### src/sv/gtg_pkg.sv
// ----------------------------------------------------------------------------
// gtg_pkg
// types, mode constants, trig and sigmoid tables, rounding helpers
// ----------------------------------------------------------------------------
`default_nettype none

package gtg_pkg;

  localparam int unsigned MAX_LEVEL       = 7;
  localparam int unsigned ANGLE_FRAC_BITS = 8;

  localparam logic [1:0] CFG_GAIT_MODE = 2'd0;
  localparam logic [1:0] CFG_DRIVE_UP  = 2'd1;

  localparam logic signed [24:0] TURN_IN_GAIN = 25'sd1314228;
  localparam logic signed [17:0] OFF_LEG_Q16  = 18'sd6554;
  localparam logic signed [17:0] ONE_Q14      = 18'sd16384;

  typedef enum logic [2:0] {
    K_FWD, K_BACK, K_RDRIB, K_LDRIB, K_TURN, K_IN, K_SIDE, K_NONE
  } kind_e;

  typedef enum logic [2:0] {
    OP_AMP, OP_LINE, OP_OFF, OP_GRAV, OP_SPRING
  } op_e;

  typedef enum logic [2:0] {
    S_IDLE, S_MUL, S_RND, S_ASM, S_LOAD
  } state_e;

  typedef struct packed {
    logic [22:0] amp;
    logic [21:0] spring;
    logic [20:0] grav;
    logic [1:0]  sig;
    logic        cyc30;
    logic [2:0]  cap;
    kind_e       kind;
    logic        shifted;
  } mode_t;

  typedef struct packed {
    logic start;
    op_e  op;
    logic mul_en;
    logic rnd_en;
    logic asm_en;
    logic load_en;
  } cmd_t;

  localparam logic [14:0] SIN_TAB [0:90] = '{
    15'd0, 15'd286, 15'd572, 15'd857, 15'd1143, 15'd1428, 15'd1713, 15'd1997,
    15'd2280, 15'd2563, 15'd2845, 15'd3126, 15'd3406, 15'd3686, 15'd3964,
    15'd4240, 15'd4516, 15'd4790, 15'd5063, 15'd5334, 15'd5604, 15'd5872,
    15'd6138, 15'd6402, 15'd6664, 15'd6924, 15'd7182, 15'd7438, 15'd7692,
    15'd7943, 15'd8192, 15'd8438, 15'd8682, 15'd8923, 15'd9162, 15'd9397,
    15'd9630, 15'd9860, 15'd10087, 15'd10311, 15'd10531, 15'd10749, 15'd10963,
    15'd11174, 15'd11381, 15'd11585, 15'd11786, 15'd11982, 15'd12176,
    15'd12365, 15'd12551, 15'd12733, 15'd12911, 15'd13085, 15'd13255,
    15'd13421, 15'd13583, 15'd13741, 15'd13894, 15'd14044, 15'd14189,
    15'd14330, 15'd14466, 15'd14598, 15'd14726, 15'd14849, 15'd14968,
    15'd15082, 15'd15191, 15'd15296, 15'd15396, 15'd15491, 15'd15582,
    15'd15668, 15'd15749, 15'd15826, 15'd15897, 15'd15964, 15'd16026,
    15'd16083, 15'd16135, 15'd16182, 15'd16225, 15'd16262, 15'd16294,
    15'd16322, 15'd16344, 15'd16362, 15'd16374, 15'd16382, 15'd16384
  };

  // d in 0..359
  function automatic logic signed [15:0] sin_q14(input logic [8:0] d);
    logic [8:0]  idx;
    logic [15:0] mag;
    logic        neg;
    begin
      neg = 1'b0;
      if (d <= 9'd90) begin
        idx = d;
      end else if (d <= 9'd180) begin
        idx = 9'd180 - d;
      end else if (d <= 9'd270) begin
        idx = d - 9'd180;
        neg = 1'b1;
      end else begin
        idx = 9'd360 - d;
        neg = 1'b1;
      end
      mag = {1'b0, SIN_TAB[idx[6:0]]};
      return neg ? -$signed(mag) : $signed(mag);
    end
  endfunction

  function automatic logic signed [15:0] cos_q14(input logic [8:0] d);
    logic [9:0] e;
    begin
      e = {1'b0, d} + 10'd90;
      if (e >= 10'd360) begin
        e = e - 10'd360;
      end
      return sin_q14(e[8:0]);
    end
  endfunction

  function automatic logic [15:0] sig_q16(input logic [1:0] s, input logic [2:0] lv);
    logic [15:0] t [0:7];
    begin
      case (s)
        2'd0: t = '{16'd5545, 16'd17653, 16'd39008, 16'd55990,
                    16'd62849, 16'd64841, 16'd65360, 16'd65492};
        2'd1: t = '{16'd1812, 16'd6161, 16'd17998, 16'd38016,
                    16'd54687, 16'd62157, 16'd64574, 16'd65269};
        2'd2: t = '{16'd15452, 16'd34572, 16'd52534, 16'd61341,
                    16'd64320, 16'd65196, 16'd65442, 16'd65510};
        default: t = '{default: 16'd0};
      endcase
      return t[lv];
    end
  endfunction

  function automatic mode_t mode_lookup(input logic [3:0] m);
    mode_t r;
    begin
      case (m)
        4'd0:  r = '{23'd6830410, 22'd3400899, 21'd1180308, 2'd0, 1'b0, 3'd7, K_FWD, 1'b0};
        4'd1:  r = '{23'd3748328, 22'd2896036, 21'd273254, 2'd1, 1'b0, 3'd3, K_FWD, 1'b0};
        4'd2:  r = '{23'd2503292, 22'd2202897, 21'd49260, 2'd2, 1'b0, 3'd7, K_FWD, 1'b0};
        4'd3:  r = '{23'd3748328, 22'd2896036, 21'd273254, 2'd1, 1'b0, 3'd7, K_RDRIB, 1'b0};
        4'd4:  r = '{23'd3748328, 22'd2896036, 21'd273254, 2'd1, 1'b0, 3'd7, K_LDRIB, 1'b0};
        4'd5:  r = '{23'd2503292, 22'd2202897, 21'd49516, 2'd2, 1'b0, 3'd7, K_RDRIB, 1'b0};
        4'd6:  r = '{23'd2503292, 22'd2202897, 21'd49516, 2'd2, 1'b0, 3'd7, K_LDRIB, 1'b0};
        4'd7:  r = '{23'd3748328, 22'd2896036, 21'd273254, 2'd1, 1'b0, 3'd7, K_BACK, 1'b0};
        4'd8:  r = '{23'd3748328, 22'd2896036, 21'd273254, 2'd1, 1'b0, 3'd2, K_BACK, 1'b0};
        4'd9:  r = '{23'd938734, 22'd3744209, 21'd46216, 2'd3, 1'b1, 3'd7, K_TURN, 1'b1};
        4'd10: r = '{23'd938734, 22'd3744209, 21'd46216, 2'd3, 1'b1, 3'd7, K_TURN, 1'b0};
        4'd11: r = '{23'd281620, 22'd2732163, 21'd128742, 2'd3, 1'b1, 3'd7, K_IN, 1'b1};
        4'd12: r = '{23'd281620, 22'd2732163, 21'd128742, 2'd3, 1'b1, 3'd7, K_IN, 1'b0};
        4'd13: r = '{23'd750987, 22'd3744209, 21'd46216, 2'd3, 1'b1, 3'd7, K_SIDE, 1'b1};
        4'd14: r = '{23'd750987, 22'd3744209, 21'd46216, 2'd3, 1'b1, 3'd7, K_SIDE, 1'b0};
        default: r = '{23'd0, 22'd0, 21'd0, 2'd3, 1'b0, 3'd7, K_NONE, 1'b0};
      endcase
      return r;
    end
  endfunction

  // round half away from zero, shift by 16 or 14
  function automatic logic signed [42:0] rshr(input logic signed [42:0] v, input logic sh16);
    logic [42:0] mag;
    logic [42:0] r;
    begin
      mag = v[42] ? 43'(-v) : 43'(v);
      if (sh16) begin
        r = (mag + 43'(1 << 15)) >> 16;
      end else begin
        r = (mag + 43'(1 << 13)) >> 14;
      end
      return v[42] ? -$signed(r) : $signed(r);
    end
  endfunction

  // sh is 16 minus the output fraction bits
  function automatic logic [17:0] out18(input logic signed [26:0] v, input int unsigned sh);
    logic [26:0]        mag;
    logic [26:0]        r;
    logic signed [27:0] sv;
    begin
      mag = v[26] ? 27'(-v) : 27'(v);
      r   = (mag + 27'(1 << (sh - 1))) >> sh;
      sv  = v[26] ? -$signed({1'b0, r}) : $signed({1'b0, r});
      if (sv > 28'sd131071) begin
        return 18'h1FFFF;
      end else if (sv < -28'sd131072) begin
        return 18'h20000;
      end else begin
        return sv[17:0];
      end
    end
  endfunction

endpackage

`default_nettype wire

### src/sv/gtg_ctrl.sv
// ----------------------------------------------------------------------------
// gtg_ctrl
// sequencer: five multiply/round steps, joint assembly, result load
// ----------------------------------------------------------------------------
`default_nettype none

module gtg_ctrl (
  input  wire logic          clk_i,
  input  wire logic          rst_ni,
  input  wire logic          in_valid_i,
  output logic               in_ready_o,
  output logic               out_valid_o,
  input  wire logic          out_ready_i,
  output gtg_pkg::cmd_t      cmd_o
);
  import gtg_pkg::*;

  state_e state_q, state_d;
  op_e    op_q, op_d;
  logic   out_valid_q, out_valid_d;

  always_ff @(posedge clk_i or negedge rst_ni) begin
    if (!rst_ni) begin
      state_q     <= S_IDLE;
      op_q        <= OP_AMP;
      out_valid_q <= 1'b0;
    end else begin
      state_q     <= state_d;
      op_q        <= op_d;
      out_valid_q <= out_valid_d;
    end
  end

  always_comb begin
    state_d     = state_q;
    op_d        = op_q;
    out_valid_d = out_valid_q;
    cmd_o       = '{start: 1'b0, op: op_q, mul_en: 1'b0, rnd_en: 1'b0,
                    asm_en: 1'b0, load_en: 1'b0};
    in_ready_o  = (state_q == S_IDLE);
    if (out_valid_q && out_ready_i) begin
      out_valid_d = 1'b0;
    end
    case (state_q)
      S_IDLE: begin
        if (in_valid_i) begin
          cmd_o.start = 1'b1;
          op_d        = OP_AMP;
          state_d     = S_MUL;
        end
      end
      S_MUL: begin
        cmd_o.mul_en = 1'b1;
        state_d      = S_RND;
      end
      S_RND: begin
        cmd_o.rnd_en = 1'b1;
        case (op_q)
          OP_AMP:  op_d = OP_LINE;
          OP_LINE: op_d = OP_OFF;
          OP_OFF:  op_d = OP_GRAV;
          OP_GRAV: op_d = OP_SPRING;
          default: op_d = OP_AMP;
        endcase
        state_d = (op_q == OP_SPRING) ? S_ASM : S_MUL;
      end
      S_ASM: begin
        cmd_o.asm_en = 1'b1;
        state_d      = S_LOAD;
      end
      S_LOAD: begin
        if (!out_valid_q || out_ready_i) begin
          cmd_o.load_en = 1'b1;
          out_valid_d   = 1'b1;
          state_d       = S_IDLE;
        end
      end
      default: state_d = S_IDLE;
    endcase
  end

  assign out_valid_o = out_valid_q;

endmodule

`default_nettype wire

### src/sv/gtg_dp.sv
// ----------------------------------------------------------------------------
// gtg_dp
// gait state, phase and table lookup, shared multiplier, joint assembly
// ----------------------------------------------------------------------------
`default_nettype none

module gtg_dp #(
  parameter int unsigned MAX_LEVEL       = gtg_pkg::MAX_LEVEL,
  parameter int unsigned ANGLE_FRAC_BITS = gtg_pkg::ANGLE_FRAC_BITS
) (
  input  wire logic          clk_i,
  input  wire logic          rst_ni,
  input  wire gtg_pkg::cmd_t cmd_i,
  input  wire logic          tick_i,
  input  wire logic          cfg_valid_i,
  input  wire logic [1:0]    cfg_index_i,
  input  wire logic [3:0]    cfg_data_i,
  output logic [17:0]        joint_o [0:10],
  output logic               finished_o
);
  import gtg_pkg::*;

  localparam int unsigned OUT_SHIFT = 16 - ANGLE_FRAC_BITS;

  logic [3:0]  mode_q;
  logic        drive_up_q;
  logic [15:0] ts_q;
  logic [5:0]  ts36_q;
  logic [2:0]  level_q;
  logic [12:0] pidx_q;
  logic        done_q;
  logic        tick_q;

  mode_t m;
  assign m = mode_lookup(mode_q);

  logic walk;
  assign walk = (m.kind == K_FWD) || (m.kind == K_BACK) ||
                (m.kind == K_RDRIB) || (m.kind == K_LDRIB);

  // phase from tick count mod 36, which covers both frequencies
  logic [10:0] ph_raw;
  logic [8:0]  ph, ps, ph2;
  logic [9:0]  ph2_raw;
  always_comb begin
    ph_raw = m.cyc30 ? 11'(ts36_q) * 11'd30 : 11'(ts36_q) * 11'd20;
    if (ph_raw >= 11'd720) begin
      ph = 9'(ph_raw - 11'd720);
    end else if (ph_raw >= 11'd360) begin
      ph = 9'(ph_raw - 11'd360);
    end else begin
      ph = ph_raw[8:0];
    end
    if (!m.shifted) begin
      ps = ph;
    end else if (ph >= 9'd180) begin
      ps = ph - 9'd180;
    end else begin
      ps = ph + 9'd180;
    end
    ph2_raw = {ph, 1'b0};
    ph2     = (ph2_raw >= 10'd360) ? 9'(ph2_raw - 10'd360) : ph2_raw[8:0];
  end

  logic signed [15:0] c_q14, sin_ph, cos2;
  assign c_q14  = cos_q14(ps);
  assign sin_ph = sin_q14(ph);
  assign cos2   = cos_q14(ph2);

  // shared multiplier
  logic signed [24:0] r_a_q, r_l_q, r_off_q, r_g_q, r_s_q;
  logic signed [24:0] mul_a;
  logic signed [17:0] mul_b;
  logic               sh16;
  logic signed [42:0] prod_q, rnd;

  always_comb begin
    mul_a = '0;
    mul_b = '0;
    sh16  = 1'b0;
    case (cmd_i.op)
      OP_AMP: begin
        mul_a = $signed({2'b00, m.amp});
        if (walk) begin
          mul_b = $signed({2'b00, sig_q16(m.sig, level_q)});
          sh16  = 1'b1;
        end else begin
          mul_b = ONE_Q14 - 18'(c_q14);
        end
      end
      OP_LINE: begin
        mul_a = walk ? r_a_q : TURN_IN_GAIN;
        mul_b = 18'(c_q14);
      end
      OP_OFF: begin
        mul_a = r_l_q;
        mul_b = OFF_LEG_Q16;
        sh16  = 1'b1;
      end
      OP_GRAV: begin
        mul_a = $signed({4'b0000, m.grav});
        mul_b = 18'(sin_ph);
      end
      OP_SPRING: begin
        mul_a = $signed({3'b000, m.spring});
        mul_b = ONE_Q14 - 18'(cos2);
      end
      default: begin
        mul_a = '0;
      end
    endcase
  end

  assign rnd = rshr(prod_q, sh16);

  always_ff @(posedge clk_i) begin
    if (cmd_i.mul_en) begin
      prod_q <= mul_a * mul_b;
    end
    if (cmd_i.rnd_en) begin
      case (cmd_i.op)
        OP_AMP:    r_a_q   <= rnd[24:0];
        OP_LINE:   r_l_q   <= rnd[24:0];
        OP_OFF:    r_off_q <= rnd[24:0];
        OP_GRAV:   r_g_q   <= rnd[24:0];
        OP_SPRING: r_s_q   <= rnd[24:0];
        default:   r_s_q   <= r_s_q;
      endcase
    end
  end

  // joint assembly
  logic signed [26:0] jt_q [0:10];
  logic signed [26:0] j [0:11];
  logic signed [26:0] l, off, a, s, g;
  always_comb begin
    l   = 27'(r_l_q);
    off = 27'(r_off_q);
    a   = 27'(r_a_q);
    s   = 27'(r_s_q);
    g   = 27'(r_g_q);
    for (int k = 0; k < 12; k++) begin
      j[k] = '0;
    end
    case (m.kind)
      K_FWD: begin
        j[2] = -l; j[4] = l; j[8] = l; j[10] = -l;
      end
      K_BACK: begin
        j[2] = l; j[4] = -l; j[8] = -l; j[10] = l;
      end
      K_RDRIB: begin
        j[8] = l; j[10] = -l; j[2] = -off; j[4] = off;
      end
      K_LDRIB: begin
        j[2] = -l; j[4] = l; j[8] = off; j[10] = -off;
      end
      K_TURN: begin
        j[0] = -a;
      end
      K_IN: begin
        j[1] = -a; j[5] = a; j[7] = a; j[11] = -a;
        j[2] = -l; j[4] = l; j[8] = -l; j[10] = l;
      end
      K_SIDE: begin
        j[1] = -a; j[5] = a; j[7] = a; j[11] = -a;
      end
      default: begin
        j[0] = '0;
      end
    endcase
    // spring bend goes to the leg on the sway side
    if (g > 27'sd0) begin
      j[2] = j[2] + s;
      j[3] = j[3] - {s[25:0], 1'b0};
      j[4] = j[4] + s;
    end else begin
      j[8]  = j[8] + s;
      j[9]  = j[9] - {s[25:0], 1'b0};
      j[10] = j[10] + s;
    end
    if (j[3] >= 27'sd0) begin
      j[3] = '0;
    end
    if (j[9] >= 27'sd0) begin
      j[9] = '0;
    end
  end

  always_ff @(posedge clk_i) begin
    if (cmd_i.asm_en) begin
      jt_q[0]  <= j[0];
      jt_q[1]  <= j[1] - g;
      jt_q[2]  <= j[2];
      jt_q[3]  <= j[3];
      jt_q[4]  <= j[4];
      jt_q[5]  <= j[5] + g;
      jt_q[6]  <= j[7] - g;
      jt_q[7]  <= j[8];
      jt_q[8]  <= j[9];
      jt_q[9]  <= j[10];
      jt_q[10] <= j[11] + g;
    end
  end

  // state update at result load
  logic [21:0] ts_cyc, p360;
  logic [2:0]  lvl_d, capm;
  logic        done_d;
  always_comb begin
    ts_cyc = m.cyc30 ? ({ts_q, 5'b0} - 22'({ts_q, 1'b0}))
                     : (22'({ts_q, 4'b0}) + 22'({ts_q, 2'b0}));
    p360   = 22'({pidx_q, 8'b0}) + 22'({pidx_q, 6'b0}) +
             22'({pidx_q, 5'b0}) + 22'({pidx_q, 3'b0});
    capm   = (m.cap < 3'(MAX_LEVEL)) ? m.cap : 3'(MAX_LEVEL);
    lvl_d  = walk || (m.kind == K_NONE) ? level_q : 3'd0;
    if (ts_cyc >= p360) begin
      if (drive_up_q && lvl_d < capm) begin
        lvl_d = lvl_d + 3'd1;
      end
      if (!drive_up_q && lvl_d > 3'd1) begin
        lvl_d = lvl_d - 3'd1;
      end
    end
    done_d = done_q;
    if (tick_q && ts_q > (m.cyc30 ? 16'd3000 : 16'd2000)) begin
      done_d = 1'b1;
    end
  end

  always_ff @(posedge clk_i or negedge rst_ni) begin
    if (!rst_ni) begin
      mode_q     <= 4'd0;
      drive_up_q <= 1'b1;
      ts_q       <= '0;
      ts36_q     <= '0;
      level_q    <= 3'd1;
      pidx_q     <= 13'd1;
      done_q     <= 1'b0;
      tick_q     <= 1'b0;
    end else begin
      if (cfg_valid_i) begin
        case (cfg_index_i)
          CFG_GAIT_MODE: mode_q     <= cfg_data_i;
          CFG_DRIVE_UP:  drive_up_q <= cfg_data_i[0];
          default:       mode_q     <= mode_q;
        endcase
      end
      if (cmd_i.start) begin
        tick_q <= tick_i;
      end
      if (cmd_i.load_en && tick_q) begin
        level_q <= lvl_d;
        done_q  <= done_d;
        if (ts_cyc >= p360 && pidx_q != 13'h1FFF) begin
          pidx_q <= pidx_q + 13'd1;
        end
        if (ts_q != 16'hFFFF) begin
          ts_q   <= ts_q + 16'd1;
          ts36_q <= (ts36_q == 6'd35) ? 6'd0 : ts36_q + 6'd1;
        end
      end
    end
  end

  always_ff @(posedge clk_i) begin
    if (cmd_i.load_en) begin
      for (int k = 0; k < 11; k++) begin
        joint_o[k] <= out18(jt_q[k], OUT_SHIFT);
      end
      finished_o <= done_d;
    end
  end

endmodule

`default_nettype wire

### src/sv/gait_trajectory_generator_top.sv
// ----------------------------------------------------------------------------
// gait_trajectory_generator_top
// leg joint targets for a small humanoid, one set per gait tick
// ----------------------------------------------------------------------------
// Each accepted item produces one set of eleven leg joint angles (1/256
// degree, saturated to 18 bits) plus a finished flag. A tick of one advances
// gait time by one step (20 or 30 degrees of phase, by mode) and may step the
// amplitude level at a whole gait period; a tick of zero reports the current
// pose. Five products run one after another through a single shared multiplier,
// each a multiply step then a round step, followed by an assembly step and a
// load step that waits while the last result is not yet taken. The input is
// taken again once the result is loaded, even while it waits to be taken.
// Configuration writes are always accepted and should be made while idle.
`default_nettype none

module gait_trajectory_generator_top #(
  parameter int unsigned MAX_LEVEL       = gtg_pkg::MAX_LEVEL,
  parameter int unsigned ANGLE_FRAC_BITS = gtg_pkg::ANGLE_FRAC_BITS
) (
  input  wire logic               clk_i,
  input  wire logic               rst_ni,
  input  wire logic               cfg_valid_i,
  output logic                    cfg_ready_o,
  input  wire logic [1:0]         cfg_index_i,
  input  wire logic [3:0]         cfg_data_i,
  input  wire logic               in_valid_i,
  output logic                    in_ready_o,
  input  wire logic               tick_i,
  output logic                    out_valid_o,
  input  wire logic               out_ready_i,
  output logic signed [17:0]      turn_angle_o,
  output logic signed [17:0]      right_hip_roll_o,
  output logic signed [17:0]      right_hip_pitch_o,
  output logic signed [17:0]      right_knee_o,
  output logic signed [17:0]      right_ankle_pitch_o,
  output logic signed [17:0]      right_ankle_roll_o,
  output logic signed [17:0]      left_hip_roll_o,
  output logic signed [17:0]      left_hip_pitch_o,
  output logic signed [17:0]      left_knee_o,
  output logic signed [17:0]      left_ankle_pitch_o,
  output logic signed [17:0]      left_ankle_roll_o,
  output logic                    finished_o
);
  import gtg_pkg::*;

  cmd_t        cmd;
  logic [17:0] joint [0:10];

  assign cfg_ready_o = 1'b1;

  gtg_ctrl u_ctrl (
    .clk_i       (clk_i),
    .rst_ni      (rst_ni),
    .in_valid_i  (in_valid_i),
    .in_ready_o  (in_ready_o),
    .out_valid_o (out_valid_o),
    .out_ready_i (out_ready_i),
    .cmd_o       (cmd)
  );

  gtg_dp #(
    .MAX_LEVEL       (MAX_LEVEL),
    .ANGLE_FRAC_BITS (ANGLE_FRAC_BITS)
  ) u_dp (
    .clk_i       (clk_i),
    .rst_ni      (rst_ni),
    .cmd_i       (cmd),
    .tick_i      (tick_i),
    .cfg_valid_i (cfg_valid_i),
    .cfg_index_i (cfg_index_i),
    .cfg_data_i  (cfg_data_i),
    .joint_o     (joint),
    .finished_o  (finished_o)
  );

  assign turn_angle_o        = $signed(joint[0]);
  assign right_hip_roll_o    = $signed(joint[1]);
  assign right_hip_pitch_o   = $signed(joint[2]);
  assign right_knee_o        = $signed(joint[3]);
  assign right_ankle_pitch_o = $signed(joint[4]);
  assign right_ankle_roll_o  = $signed(joint[5]);
  assign left_hip_roll_o     = $signed(joint[6]);
  assign left_hip_pitch_o    = $signed(joint[7]);
  assign left_knee_o         = $signed(joint[8]);
  assign left_ankle_pitch_o  = $signed(joint[9]);
  assign left_ankle_roll_o   = $signed(joint[10]);

endmodule

`default_nettype wire

### config.mk
export PLATFORM = sky130hd
export DESIGN_NAME = gait_trajectory_generator_top
export DESIGN_NICKNAME = d
export VERILOG_FILES = /design/src/sv/gtg_pkg.sv /design/src/sv/gtg_ctrl.sv /design/src/sv/gtg_dp.sv /design/src/sv/gait_trajectory_generator_top.sv
export SDC_FILE = /design/constraint.sdc
export NUM_CORES = 2
export LEC_CHECK = 0
export BUFFER_PORTS_ARGS = -buffer_cell sky130_fd_sc_hd__buf_2
export CAP_MARGIN = 40
export CORE_AREA = 2 2 496 498
export DETAILED_ROUTE_END_ITERATION = 8
export DIE_AREA = 0 0 498 500
export SLEW_MARGIN = 20
export SYNTH_ARGS = -nofsm -noshare
export SYNTH_HDL_FRONTEND = slang
export SYNTH_HIERARCHICAL = 1
export SYNTH_SLANG_ARGS = --single-unit
### constraint.sdc
create_clock -name clk_i -period 18.7 [get_ports clk_i]
set_clock_uncertainty 0.15 [all_clocks]
set_input_delay 3.74 -clock clk_i [delete_from_list [all_inputs] [get_ports clk_i]]
set_output_delay 3.74 -clock clk_i [all_outputs]
set_load 0.01 [all_outputs]
==> impl_metrics.prom <==
# TYPE chip_impl_metric gauge
chip_impl_info{name="outcome",value="completed"} 1
chip_impl_metric{name="vias",unit=""} 76386
chip_impl_metric{name="timing.hold.ws",unit="ns"} 0.323
chip_impl_metric{name="worstPathMaxFanout",unit=""} 23
chip_impl_metric{name="yosysUniqueCellTypes",unit=""} 140
chip_impl_metric{name="wl_per_cell",unit="um"} 18.3
chip_impl_metric{name="drt_wl_total",unit="um"} 257000
chip_impl_metric{name="tightestPinTransition",unit="ns"} 1.11
chip_impl_info{name="critical_path.slowest_cell",value="fa_2"} 1
chip_impl_metric{name="synth_area_per_cell",unit="um^2"} 8.29
chip_impl_info{name="rsz_0062_raised_after_global_routing",value="true"} 1
chip_impl_metric{name="clkSlewWorstSetupHoldPaths",unit="ns"} 0.06
chip_impl_metric{name="antenna_found_initial",unit=""} 2
chip_impl_metric{name="post_synth_inst_count",unit=""} 10232
chip_impl_metric{name="final_nets",unit=""} 11815
chip_impl_metric{name="insertion_delay",unit="ns"} 0.73
chip_impl_metric{name="placementRows",unit=""} 182
chip_impl_metric{name="router_iterations_before_antenna_repair",unit=""} 6
chip_impl_metric{name="clock_tree.htree_level_count",unit=""} 3
chip_impl_metric{name="post-route-worst-setup-slack",unit="ns"} 0.520
chip_impl_metric{name="ratio_of_cells_with_drive_above_1_in_the_final_layout",unit=""} 0.150
chip_impl_metric{name="synth-edff-count",unit=""} 656
chip_impl_metric{name="io_buffer_count",unit=""} 212
chip_impl_metric{name="final.min_clock_period",unit="ns"} 18.18
chip_impl_metric{name="timing.final.crit_share",unit=""} 0.972
chip_impl_metric{name="die_w",unit="um"} 498
chip_impl_info{name="setup.worst_path.end_class",value="flip-flop"} 1
chip_impl_metric{name="synth.yosys.warnings",unit=""} 6
chip_impl_metric{name="critical_path_arrival",unit="ns"} 18.49
chip_impl_metric{name="via_per_inst",unit=""} 5.42
chip_impl_metric{name="synth.ff_latch_count",unit=""} 708
chip_impl_info{name="ctsRootBufferMaster",value="clkbuf_16"} 1
chip_impl_metric{name="rr_worst_depth",unit=""} 82
chip_impl_metric{name="grt_max_degree",unit=""} 198
chip_impl_metric{name="io_pins",unit=""} 214
chip_impl_metric{name="timing_max_transition_violations_final",unit=""} 0
chip_impl_info{name="setup.worst_path.end",value="u_dp/prod_q[42]"} 1
chip_impl_info{name="crit_path_start_kind",value="flip-flop"} 1
chip_impl_metric{name="cp_slowest_stage_delay",unit="ns"} 0.60
chip_impl_info{name="cp-startpoint",value="u_dp/ts36_q[2]"} 1
chip_impl_metric{name="grt_pass1_wl",unit="um"} 410000
chip_impl_metric{name="die-area",unit="mm^2"} 0.249
chip_impl_metric{name="hold_violations",unit=""} 0
chip_impl_info{name="r2r-start",value="u_dp/ts36_q[2]"} 1
chip_impl_metric{name="floorplan.initialDensity",unit=""} 0.347
chip_impl_info{name="tritoncts",value="done"} 1
chip_impl_metric{name="vias_in_the_first_global_route",unit=""} 74609
chip_impl_metric{name="synth.yosys.seq_area_share",unit=""} 0.248
chip_impl_metric{name="ys_async_sr_fraction",unit=""} 0.0734
chip_impl_metric{name="cts_sinks",unit=""} 708
chip_impl_metric{name="die-height",unit="um"} 500
chip_impl_metric{name="post_synthesis_net_count",unit=""} 11244
chip_impl_metric{name="final_core_utilization",unit=""} 0.404
chip_impl_metric{name="detail-route-antenna-nets",unit=""} 0
chip_impl_metric{name="hold_path_depth",unit=""} 1
chip_impl_info{name="critical_path.most_common_cell",value="buf_4"} 1
chip_impl_metric{name="clk_path_buf_depth",unit=""} 3
chip_impl_metric{name="max_slew_margin",unit=""} 0.263
chip_impl_info{name="setup.worst_path.class",value="reg -> reg"} 1
chip_impl_metric{name="area_of_the_core_region",unit="mm^2"} 0.244
chip_impl_metric{name="synth.cell_area",unit="mm^2"} 0.0848
chip_impl_metric{name="max_cap_viol_count",unit=""} 0
chip_impl_metric{name="hold_buf_cts",unit=""} 0
chip_impl_info{name="ys.flop_type",value="edfxtp_1"} 1
chip_impl_info{name="r2r-end",value="u_dp/prod_q[42]"} 1
chip_impl_metric{name="drt-initial-drc-count",unit=""} 5957
chip_impl_metric{name="detailedPlace.worstSlack",unit="ns"} -0.833
chip_impl_metric{name="detail_route.drc_violations",unit=""} 0
chip_impl_metric{name="max_freq",unit="MHz"} 55.0
chip_impl_metric{name="gp_routability_congestion",unit=""} 0.944
chip_impl_info{name="min_path_type",value="reg -> reg"} 1
chip_impl_metric{name="grtUsageTotal",unit=""} 0.202
chip_impl_metric{name="number_of_buffers_inserted_during_clock_tree_synthesis",unit=""} 83
chip_impl_metric{name="rrSetupSlack",unit="ns"} 0.52
chip_impl_metric{name="grt_overflow_total",unit=""} 0
chip_impl_metric{name="area_growth_from_synthesis_to_layout",unit="%"} 16.3
chip_impl_metric{name="post-dp-hpwl",unit="um"} 201000
chip_impl_metric{name="setup-violations-final",unit=""} 0
chip_impl_metric{name="timing.critical_path.required",unit="ns"} 19.01
cells by family (layout without fill, tap and decap cells):
| family | after synthesis | in the layout | share of synthesized area |
|---|---|---|---|
| AND/OR/NAND/NOR | 3369 | 3369 | 0.188 |
| multiplexers | 101 | 101 | 0.0130 |
| AO/OA/AOI/OAI | 2578 | 2578 | 0.190 |
| XOR/XNOR | 1011 | 1011 | 0.105 |
| buffers and inverters | 1455 | 2096 | 0.0657 |
| other | 1 | 4 | 0.0000442 |
| flip-flops | 708 | 708 | 0.248 |
| adder cells (fa/ha/maj) | 1009 | 1009 | 0.191 |
area by class of cell:
type / count / area, um^2
Clock inverter: 64 / 677
Timing Repair Buffer: 1021 / 7560
Fill cell: 24214 / 146000
Tap cell: 3220 / 4030
Sequential cell: 708 / 21000
Clock buffer: 91 / 2110
Inverter: 920 / 3450
Multi-Input combinational cell: 8069 / 59800
Antenna cell: 3 / 7.51
metrics by stage:
step / setup TNS [ns] / cell area [um^2] / std cells
global route: -0.569 / 98600 / 14095
detailed placement: -4.09 / 93800 / 13857
floorplan: 0 / 85100 / 10232
finish: 0 / 98700 / 14096
global placement: -3.09 / 93400 / 13817
CTS: 0 / 97000 / 14034
critical path, delay by kind of cell (launching register included):
family | cells | cell delay (ns)
compound gates | 29 | 5.81
xor+xnor | 2 | 0.30
fa+ha+maj | 14 | 5.77
buf+inv | 21 | 2.48
flops | 1 | 0.43
mux | 5 | 1.15
simple gates | 11 | 1.83
placed cells by master (no fill, tap or decap), types with 77 or more instances in the layout:
| master | count |
|---|---|
| and2_1 | 94 |
| a21oi_1 | 616 |
| nor2b_1 | 77 |
| edfxtp_1 | 656 |
| buf_4 | 747 |
| clkbuf_16 | 83 |
| xnor2_1 | 632 |
| nor4_1 | 77 |
| nand2b_1 | 126 |
| o31ai_1 | 102 |
| nor3_1 | 229 |
| buf_2 | 222 |
| inv_1 | 889 |
| a31oi_1 | 78 |
| o21bai_1 | 83 |
| or3_1 | 103 |
| nor2_1 | 733 |
| xor2_1 | 362 |
| ha_1 | 498 |
| fa_1 | 470 |
| nand3_1 | 159 |
| and3_1 | 91 |
| o21ai_0 | 824 |
| nand2_1 | 1300 |
layer usage:
| metal | up-vias | share of wire | track usage |
|---|---|---|---|
| met1 | 36955 | 0.44 | 0.266 |
| met5 | - | 0 | 0 |
| met4 | 0 | 0.040 | 0.0776 |
| met2 | 2260 | 0.47 | 0.340 |
| met3 | 463 | 0.052 | 0.0206 |
| li1 | 36708 | - | - |
flip-flops by register name, indices dropped and copies added, names as in the netlist, 3 cells and up:
| name | cells |
|---|---|
| u_ctrl/op_q | 3 |
| u_ctrl/state_q | 3 |
| u_dp/joint_o | 198 |
| u_dp/jt_q | 290 |
| u_dp/level_q | 3 |
| u_dp/mode_q | 4 |
| u_dp/pidx_q | 13 |
| u_dp/prod_q | 42 |
| u_dp/r_a_q | 25 |
| u_dp/r_g_q | 25 |
| u_dp/r_l_q | 25 |
| u_dp/r_off_q | 25 |
| u_dp/r_s_q | 25 |
| u_dp/ts36_q | 6 |
| u_dp/ts_q | 16 |
cell usage after synthesis (45+ instances only):
library cell | count | area share
and3_1 | 96 | 0.0071
and2_1 | 98 | 0.0072
inv_1 | 907 | 0.040
a21boi_0 | 57 | 0.0050
nor2b_1 | 78 | 0.0058
edfxtp_1 | 656 | 0.23
dfrtp_1 | 49 | 0.014
a21o_1 | 58 | 0.0051
nand3_1 | 162 | 0.0096
nand4_1 | 49 | 0.0036
fa_1 | 481 | 0.11
clkbuf_1 | 448 | 0.020
a31oi_1 | 81 | 0.0060
xor2_1 | 366 | 0.038
nor3_1 | 242 | 0.014
mux2i_1 | 65 | 0.0077
ha_1 | 519 | 0.077
nand2b_1 | 126 | 0.0093
a211oi_1 | 47 | 0.0042
o21a_1 | 54 | 0.0048
or2_2 | 65 | 0.0048
or3_1 | 105 | 0.0077
nand2_1 | 1310 | 0.058
a21oi_1 | 640 | 0.038
o22ai_1 | 73 | 0.0054
a22oi_1 | 65 | 0.0058
xnor2_1 | 643 | 0.066
nor4_1 | 84 | 0.0062
o211ai_1 | 45 | 0.0040
o21ai_0 | 862 | 0.051
nor2_1 | 745 | 0.033
o21bai_1 | 84 | 0.0074
o31ai_1 | 109 | 0.0096
how the worst min path moves through the flow:
stage | from | to | slack (ns)
floorplan | u_dp/done_q | u_dp/done_q | 0.29
global placement | u_dp/done_q | u_dp/done_q | 0.30
detailed placement | u_dp/done_q | u_dp/done_q | 0.31
CTS | u_dp/done_q | u_dp/done_q | 0.33
global route | u_dp/done_q | u_dp/done_q | 0.35
finish | u_dp/done_q | u_dp/done_q | 0.32
what timing repair did:
item	in CTS	in global routing
gates resized for setup	52	249
endpoints found under the setup margin	11	16
cloned	0	0
buffers inserted	22	46
pin swaps	51	150
Power is not shown: default switching activity piles up to over one toggle a cycle in this logic, so the estimate is an artifact.
